`src/hw/rtl/pfad_pkg.sv`:
```
// Shared types, codes and constants for the PWM feedback angle decoder.
package pfad_pkg;

  localparam int TICK_BITS_DEF = 32;
  localparam int FRAC_W        = 16;
  localparam int CNT_W         = $clog2(FRAC_W + 1);
  localparam int CFG_IDX_W     = 1;

  localparam logic [FRAC_W-1:0] DUTY_MIN_RST = FRAC_W'(1901);
  localparam logic [FRAC_W-1:0] DUTY_MAX_RST = FRAC_W'(63635);
  localparam logic [FRAC_W-1:0] FRAC_SAT     = {FRAC_W{1'b1}};

  localparam logic [1:0] LVL_FALL = 2'd0;
  localparam logic [1:0] LVL_RISE = 2'd1;

  localparam logic [CFG_IDX_W-1:0] REG_DUTY_MIN = 1'b0;
  localparam logic [CFG_IDX_W-1:0] REG_DUTY_MAX = 1'b1;

  typedef enum logic [2:0] {
    ST_IDLE,
    ST_DUTY_SETUP,
    ST_DUTY_DIV,
    ST_ANG_SETUP,
    ST_ANG_DIV,
    ST_EMIT
  } pfad_state_t;

  typedef struct packed {
    logic busy;
    logic done;
  } pfad_div_stat_t;

endpackage

```
`src/hw/rtl/pfad_div.sv`:
```
// Fraction divider: one quotient bit per cycle, num < den required.
module pfad_div import pfad_pkg::*; #(
  parameter int W = TICK_BITS_DEF
) (
  input  logic              clk,
  input  logic              rst_n,
  input  logic              start,
  input  logic [W-1:0]      num,
  input  logic [W-1:0]      den,
  output pfad_div_stat_t    stat,
  output logic [FRAC_W-1:0] quot
);

  logic [W-1:0]      rem_r;
  logic [W-1:0]      den_r;
  logic [FRAC_W-1:0] q_r;
  logic [CNT_W-1:0]  cnt_r;
  logic              busy_r;
  logic              done_r;

  logic [W:0]   shifted;
  logic [W:0]   diff;
  logic         ge;
  logic [W-1:0] rem_nxt;

  always_comb begin
    shifted = {rem_r, 1'b0};
    diff    = shifted - {1'b0, den_r};
    ge      = (shifted >= {1'b0, den_r});
    rem_nxt = ge ? diff[W-1:0] : shifted[W-1:0];
  end

  always_ff @(posedge clk) begin
    if (!rst_n) begin
      busy_r <= 1'b0;
      done_r <= 1'b0;
      cnt_r  <= '0;
    end else begin
      done_r <= 1'b0;
      if (start) begin
        busy_r <= 1'b1;
        cnt_r  <= CNT_W'(FRAC_W);
      end else if (busy_r) begin
        cnt_r <= cnt_r - CNT_W'(1);
        if (cnt_r == CNT_W'(1)) begin
          busy_r <= 1'b0;
          done_r <= 1'b1;
        end
      end
    end
  end

  always_ff @(posedge clk) begin
    if (start) begin
      rem_r <= num;
      den_r <= den;
      q_r   <= '0;
    end else if (busy_r) begin
      rem_r <= rem_nxt;
      q_r   <= {q_r[FRAC_W-2:0], ge};
    end
  end

  assign stat.busy = busy_r;
  assign stat.done = done_r;
  assign quot      = q_r;

endmodule

```
`src/hw/rtl/pwm_feedback_angle_decoder.sv`:
```
// Top level: servo feedback PWM duty capture and angle conversion.
//
//  channel | direction | ports                               | handshake
//  in      | input     | in_level, in_timestamp              | in_valid / in_ready
//  out     | output    | out_angle, out_duty                 | out_valid / out_ready
//  cfg     | input     | cfg_index, cfg_data                 | cfg_valid / cfg_ready
//
// A falling edge or timeout beat uses the divider at most once (angle divide);
// a rising edge beat uses it at most twice: duty and angle share one divider
// that retires one quotient bit per cycle.
// Reset is synchronous, active low; duty_min/duty_max return to 1901/63635.
// One beat is in flight at a time; the output register frees in_ready before
// the result is taken, and a stalled result holds the block in its final state.
module pwm_feedback_angle_decoder import pfad_pkg::*; #(
  parameter int TICK_BITS = TICK_BITS_DEF
) (
  input  logic                 clk,
  input  logic                 rst_n,
  input  logic                 in_valid,
  output logic                 in_ready,
  input  logic [1:0]           in_level,
  input  logic [TICK_BITS-1:0] in_timestamp,
  output logic                 out_valid,
  input  logic                 out_ready,
  output logic [FRAC_W-1:0]    out_angle,
  output logic [FRAC_W-1:0]    out_duty,
  input  logic                 cfg_valid,
  output logic                 cfg_ready,
  input  logic [CFG_IDX_W-1:0] cfg_index,
  input  logic [FRAC_W-1:0]    cfg_data
);

  localparam int DIV_W = (TICK_BITS > FRAC_W) ? TICK_BITS : FRAC_W;

  pfad_state_t          state_r, state_nxt;
  logic [1:0]           level_r, level_nxt;
  logic [TICK_BITS-1:0] ts_r, ts_nxt;
  logic [TICK_BITS-1:0] rise_r, rise_nxt;
  logic [TICK_BITS-1:0] fall_r, fall_nxt;
  logic [FRAC_W-1:0]    duty_r, duty_nxt;
  logic [FRAC_W-1:0]    angle_r, angle_nxt;
  logic [FRAC_W-1:0]    dmin_r, dmax_r;
  logic                 out_valid_r, out_valid_nxt;
  logic [FRAC_W-1:0]    out_angle_r, out_angle_nxt;
  logic [FRAC_W-1:0]    out_duty_r, out_duty_nxt;

  logic                 div_start;
  logic [DIV_W-1:0]     div_num;
  logic [DIV_W-1:0]     div_den;
  pfad_div_stat_t       div_stat;
  logic [FRAC_W-1:0]    div_quot;

  logic [TICK_BITS-1:0] high_t;
  logic [TICK_BITS-1:0] period_t;
  logic [FRAC_W-1:0]    clamped;
  logic [FRAC_W-1:0]    ang_num;
  logic [FRAC_W-1:0]    ang_den;
  logic                 in_acc;

  assign in_acc = in_valid && in_ready;

  pfad_div #(.W(DIV_W)) u_div (
    .clk   (clk),
    .rst_n (rst_n),
    .start (div_start),
    .num   (div_num),
    .den   (div_den),
    .stat  (div_stat),
    .quot  (div_quot)
  );

  always_comb begin
    high_t   = fall_r - rise_r;
    period_t = ts_r - rise_r;
    if (duty_r < dmin_r) begin
      clamped = dmin_r;
    end else if (duty_r > dmax_r) begin
      clamped = dmax_r;
    end else begin
      clamped = duty_r;
    end
    ang_num = clamped - dmin_r;
    ang_den = dmax_r - dmin_r;
  end

  always_comb begin
    state_nxt     = state_r;
    level_nxt     = level_r;
    ts_nxt        = ts_r;
    rise_nxt      = rise_r;
    fall_nxt      = fall_r;
    duty_nxt      = duty_r;
    angle_nxt     = angle_r;
    out_valid_nxt = out_valid_r;
    out_angle_nxt = out_angle_r;
    out_duty_nxt  = out_duty_r;
    div_start     = 1'b0;
    div_num       = '0;
    div_den       = '0;
    in_ready      = (state_r == ST_IDLE);

    if (out_valid_r && out_ready) begin
      out_valid_nxt = 1'b0;
    end

    unique case (state_r)
      ST_IDLE: begin
        if (in_valid) begin
          level_nxt = in_level;
          ts_nxt    = in_timestamp;
          state_nxt = ST_DUTY_SETUP;
        end
      end
      ST_DUTY_SETUP: begin
        state_nxt = ST_ANG_SETUP;
        if (level_r == LVL_RISE) begin
          rise_nxt = ts_r;
          if (period_t != '0) begin
            if (high_t >= period_t) begin
              duty_nxt = FRAC_SAT;
            end else begin
              div_start = 1'b1;
              div_num   = DIV_W'(high_t);
              div_den   = DIV_W'(period_t);
              state_nxt = ST_DUTY_DIV;
            end
          end
        end else if (level_r == LVL_FALL) begin
          fall_nxt = ts_r;
        end
      end
      ST_DUTY_DIV: begin
        if (div_stat.done) begin
          duty_nxt  = div_quot;
          state_nxt = ST_ANG_SETUP;
        end
      end
      ST_ANG_SETUP: begin
        state_nxt = ST_EMIT;
        if (dmax_r <= dmin_r) begin
          angle_nxt = '0;
        end else if (ang_num >= ang_den) begin
          angle_nxt = FRAC_SAT;
        end else begin
          div_start = 1'b1;
          div_num   = DIV_W'(ang_num);
          div_den   = DIV_W'(ang_den);
          state_nxt = ST_ANG_DIV;
        end
      end
      ST_ANG_DIV: begin
        if (div_stat.done) begin
          angle_nxt = div_quot;
          state_nxt = ST_EMIT;
        end
      end
      ST_EMIT: begin
        if (!out_valid_r || out_ready) begin
          out_valid_nxt = 1'b1;
          out_angle_nxt = angle_r;
          out_duty_nxt  = duty_r;
          state_nxt     = ST_IDLE;
        end
      end
      default: begin
        state_nxt = ST_IDLE;
      end
    endcase
  end

  always_ff @(posedge clk) begin
    if (!rst_n) begin
      state_r     <= ST_IDLE;
      out_valid_r <= 1'b0;
      rise_r      <= '0;
      fall_r      <= '0;
      duty_r      <= '0;
      dmin_r      <= DUTY_MIN_RST;
      dmax_r      <= DUTY_MAX_RST;
    end else begin
      state_r     <= state_nxt;
      out_valid_r <= out_valid_nxt;
      rise_r      <= rise_nxt;
      fall_r      <= fall_nxt;
      duty_r      <= duty_nxt;
      if (cfg_valid && cfg_ready) begin
        unique case (cfg_index)
          REG_DUTY_MIN: dmin_r <= cfg_data;
          REG_DUTY_MAX: dmax_r <= cfg_data;
          default: ;
        endcase
      end
    end
  end

  always_ff @(posedge clk) begin
    level_r     <= level_nxt;
    ts_r        <= ts_nxt;
    angle_r     <= angle_nxt;
    out_angle_r <= out_angle_nxt;
    out_duty_r  <= out_duty_nxt;
  end

  assign cfg_ready = 1'b1;
  assign out_valid = out_valid_r;
  assign out_angle = out_angle_r;
  assign out_duty  = out_duty_r;

`ifndef NO_ASSERTIONS
  a_div_done_state: assert property (@(posedge clk) disable iff (!rst_n)
    div_stat.done |-> (state_r == ST_DUTY_DIV || state_r == ST_ANG_DIV))
    else $error("divider finished outside a divide state");

  a_div_no_restart: assert property (@(posedge clk) disable iff (!rst_n)
    div_start |-> !div_stat.busy)
    else $error("divider started while busy");

  a_empty_range: assert property (@(posedge clk) disable iff (!rst_n)
    (state_r == ST_ANG_SETUP && dmax_r <= dmin_r) |=> (angle_r == '0))
    else $error("empty duty range gave a nonzero angle");

  a_rise_update: assert property (@(posedge clk) disable iff (!rst_n)
    (in_acc && in_level == LVL_RISE) |=> ##1 (rise_r == $past(in_timestamp, 2)))
    else $error("rising edge did not update rise time");
`endif

endmodule

```
`config.mk`:
```
export PLATFORM = sky130hd
export DESIGN_NAME = pwm_feedback_angle_decoder
export DESIGN_NICKNAME = d
export VERILOG_FILES = /design/src/hw/rtl/pfad_pkg.sv /design/src/hw/rtl/pfad_div.sv /design/src/hw/rtl/pwm_feedback_angle_decoder.sv
export SDC_FILE = /design/constraint.sdc
export NUM_CORES = 1
export LEC_CHECK = 0
export ABC_CLOCK_PERIOD_IN_PS = 9900
export BUFFER_PORTS_ARGS = -buffer_cell sky130_fd_sc_hd__clkbuf_2
export CAP_MARGIN = 20
export CORE_MARGIN = 10
export CORE_UTILIZATION = 60
export DETAILED_ROUTE_END_ITERATION = 7
export PLACE_DENSITY = 0.88
export SLEW_MARGIN = 20
export SYNTH_ARGS = -nofsm -noshare
export SYNTH_HDL_FRONTEND = slang
export SYNTH_HIERARCHICAL = 1
export SYNTH_SLANG_ARGS = --single-unit
```
`constraint.sdc`:
```
create_clock -name clk -period 9.9 [get_ports clk]
set_clock_uncertainty 0.15 [all_clocks]
set_input_delay 0.99 -clock clk [delete_from_list [all_inputs] [get_ports clk]]
set_output_delay 0.99 -clock clk [all_outputs]
set_load 0.01 [all_outputs]
```
==> impl_results.md <==
* Iteration-0 DRC count of the detailed router at approximately 2.0k
* Crit end category: flip-flop
* Setup_tns at 0 ps
* Drt pass-1 iters at 6
* Initial core utilization at slightly above 60%
* Comb power frac at 61.3%
* Worst path slowest cell: buf_4
* Clk root buf: clkbuf_16
* CTS tree: built
* Status: complete, no violations
* Largest net degree at the start of global routing at 99
* DR vias at about 17k
* Crit Path Max Fanout at 85
* Synth warnings at 6
* Clock latency on the worst-skew pair at just under 600 ps
* Routed length per instance at slightly below 20 µm
* Hold buffer count at cts at 0
* Core ar. at 0.0326 mm²
* Worst EP arrival at about 8800 ps
* Sink Count at between 200 and 300
* Leak Pwr at 9.05 nW
* Worst IR drop on VDD at approximately 0.00019 V
* Max-slew headroom at ~29%
* RSZ-0062 raised after global routing: no
* Crit path kind: reg -> reg
* Syn Nets at 2499
* Post-CTS resize count at 0
* Crit. Startpoint: dmax_r[9]$_SDFFE_PN0P_
* Max Cap Viol at 0
* Placed cells at 2682
* Full die area at a little over 0.04 mm²
* Antenna violations before repair at 1
* Clk pwr share at between 15 and 20%
* Power per cell area at 362 mW/mm²
* Sw Ratio at between 40 and 50%
* WHS at 270 ps
* TritonCTS Buffers at 31
* Vias in the first global route at 16.3k
* Minimum clock period at ~8600 ps
* Fin cells at about 2.7k
* Crit path max-delay family: compound AO/OA/AOI/OAI gates
* Finished Core Util at 66.5%
* Gr usage total at approximately 26%
* Final total power at slightly below 8 mW
* Register share of total power at 23.4%
* WP buf/inv at 3
* Launch point of the worst reg-to-reg path: dmax_r[9]$_SDFFE_PN0P_
* Placement Setup Slack at 1580 ps
* Fmax at 117 MHz
* Pint at ~4.2 mW
* Slew of the pin with the lowest slew margin at approximately 1100 ps
* Final setup fails at 0
* Number of setup buffers added after CTS at 0
* Switching Power at approximately 3.6 mW
* DP Area at about 0.021 mm²
* Final period util at 86.5%
* Crit-path max cell delay at between 800 and 900 ps
* Row cnt at 66
* Hpwl dp at roughly 41 mm
* RD Place Congestion at around 1
* Startpoint Class: flip-flop
* # DRC at 0
* Total grt overflow at 0
* Layout area overhead at 8.87%
* H-tree depth at 1
* Worst path most repeated cell: a21oi_1
* Antenna Nets Post-Route at 0
* CTS max path bufs at 3
* Syn Inst Count at between 2k and 2.5k
* CP Data Required Time at approximately 10000 ps
* Min-delay worst type: reg -> reg
* Die Span X at 202 µm
* Worst-path clk slew at 70 ps
* # IOs at 91
* DRT Wirelength at 54.4 mm
* Min setup slack post-route at 1340 ps
* Max-slew violations at 0
* Post-synthesis cell area at between 0.015 and 0.02 mm²
* Syn_area_per_cell at approximately 9 µm²
* Via density per instance at 6.28
* Nets at ~2.5k
* First-pass GRT wire length at roughly 86 mm
* Post-route cell area at between 0.02 and 0.025 mm²
* HP Start: angle_r[6]$_DFFE_PP_
* Final Hold Viols at 0
* Die Height at just over 200 µm
* IO buf count at between 80 and 90
* Share of cells above drive strength 1 at under 10%
## sequential cells by signal (all words and copies together), names as in the netlist, 32 cells and up
signal,cells
fall_r,32
rise_r,32
ts_r,32
u_div/den_r,32
u_div/rem_r,32
## per-layer routing
metal | track usage (%) | vias to the layer above | routed length (µm)
li1 | - | 8154 | -
met1 | 37.9 | 8156 | 25000
met2 | 37.8 | 793 | 23100
met3 | 3.79 | 114 | 4850
met4 | 7.17 | 2 | 1470
met5 | 0 | - | 15
## worst reg2reg max path: cells and delay by family (launching register included)
family	cells	cell delay [ps]
AO/OA/AOI/OAI	15	3080
adder cells (fa/ha/maj)	4	1070
AND/OR/NAND/NOR	10	2130
flip-flops	1	380
buffers and inverters	3	1220
multiplexers	1	220
XOR/XNOR	1	170
## cells in the final DEF, fill, tap and decap left out, types with 33 or more instances in the layout
cell type and n:
nand2_1 305, ha_1 206, a21oi_1 157, edfxtp_1 146, inv_1 143, dfxtp_1 138
nor2_1 133, o21ai_0 100, clkbuf_2 88, a21boi_0 84, a21o_1 68, xnor2_1 68
nand3_1 42, xor2_1 33
## worst paths after layout
| path | slack (ps) | depth (start not counted) | endpoint |
|---|---|---|---|
| setup / recovery | 1340 | 34 | u_div/rem_r[23]$_DFFE_PP_ |
| hold / removal | 270 | 0 | out_angle[6]$_DFFE_PP_ |
| setup reg to reg | 1340 | 34 | u_div/rem_r[23]$_DFFE_PP_ |
| hold reg to reg | 270 | 0 | out_angle[6]$_DFFE_PP_ |
## power groups by stage
stage | clock network [mW] | registers [mW] | logic [mW]
global route | 1.27 | 1.86 | 5.29
finish | 1.21 | 1.84 | 4.81
floorplan | 0 | 1.76 | 3.63
detailed placement | 0 | 1.85 | 4.64
global placement | 0 | 1.84 | 4.51
CTS | 1.22 | 1.83 | 4.70
## area by class of cell
type | count | area, µm²
Antenna cell | 1 | 2.50
Timing Repair Buffer | 101 | 536
Clock buffer | 36 | 795
Sequential cell | 285 | 7170
Fill cell | 2605 | 10900
Inverter | 144 | 541
Clock inverter | 22 | 260
Multi-Input combinational cell | 1710 | 11800
Tap cell | 442 | 553
No activity file was read; power rests on OpenSTA's default activity.
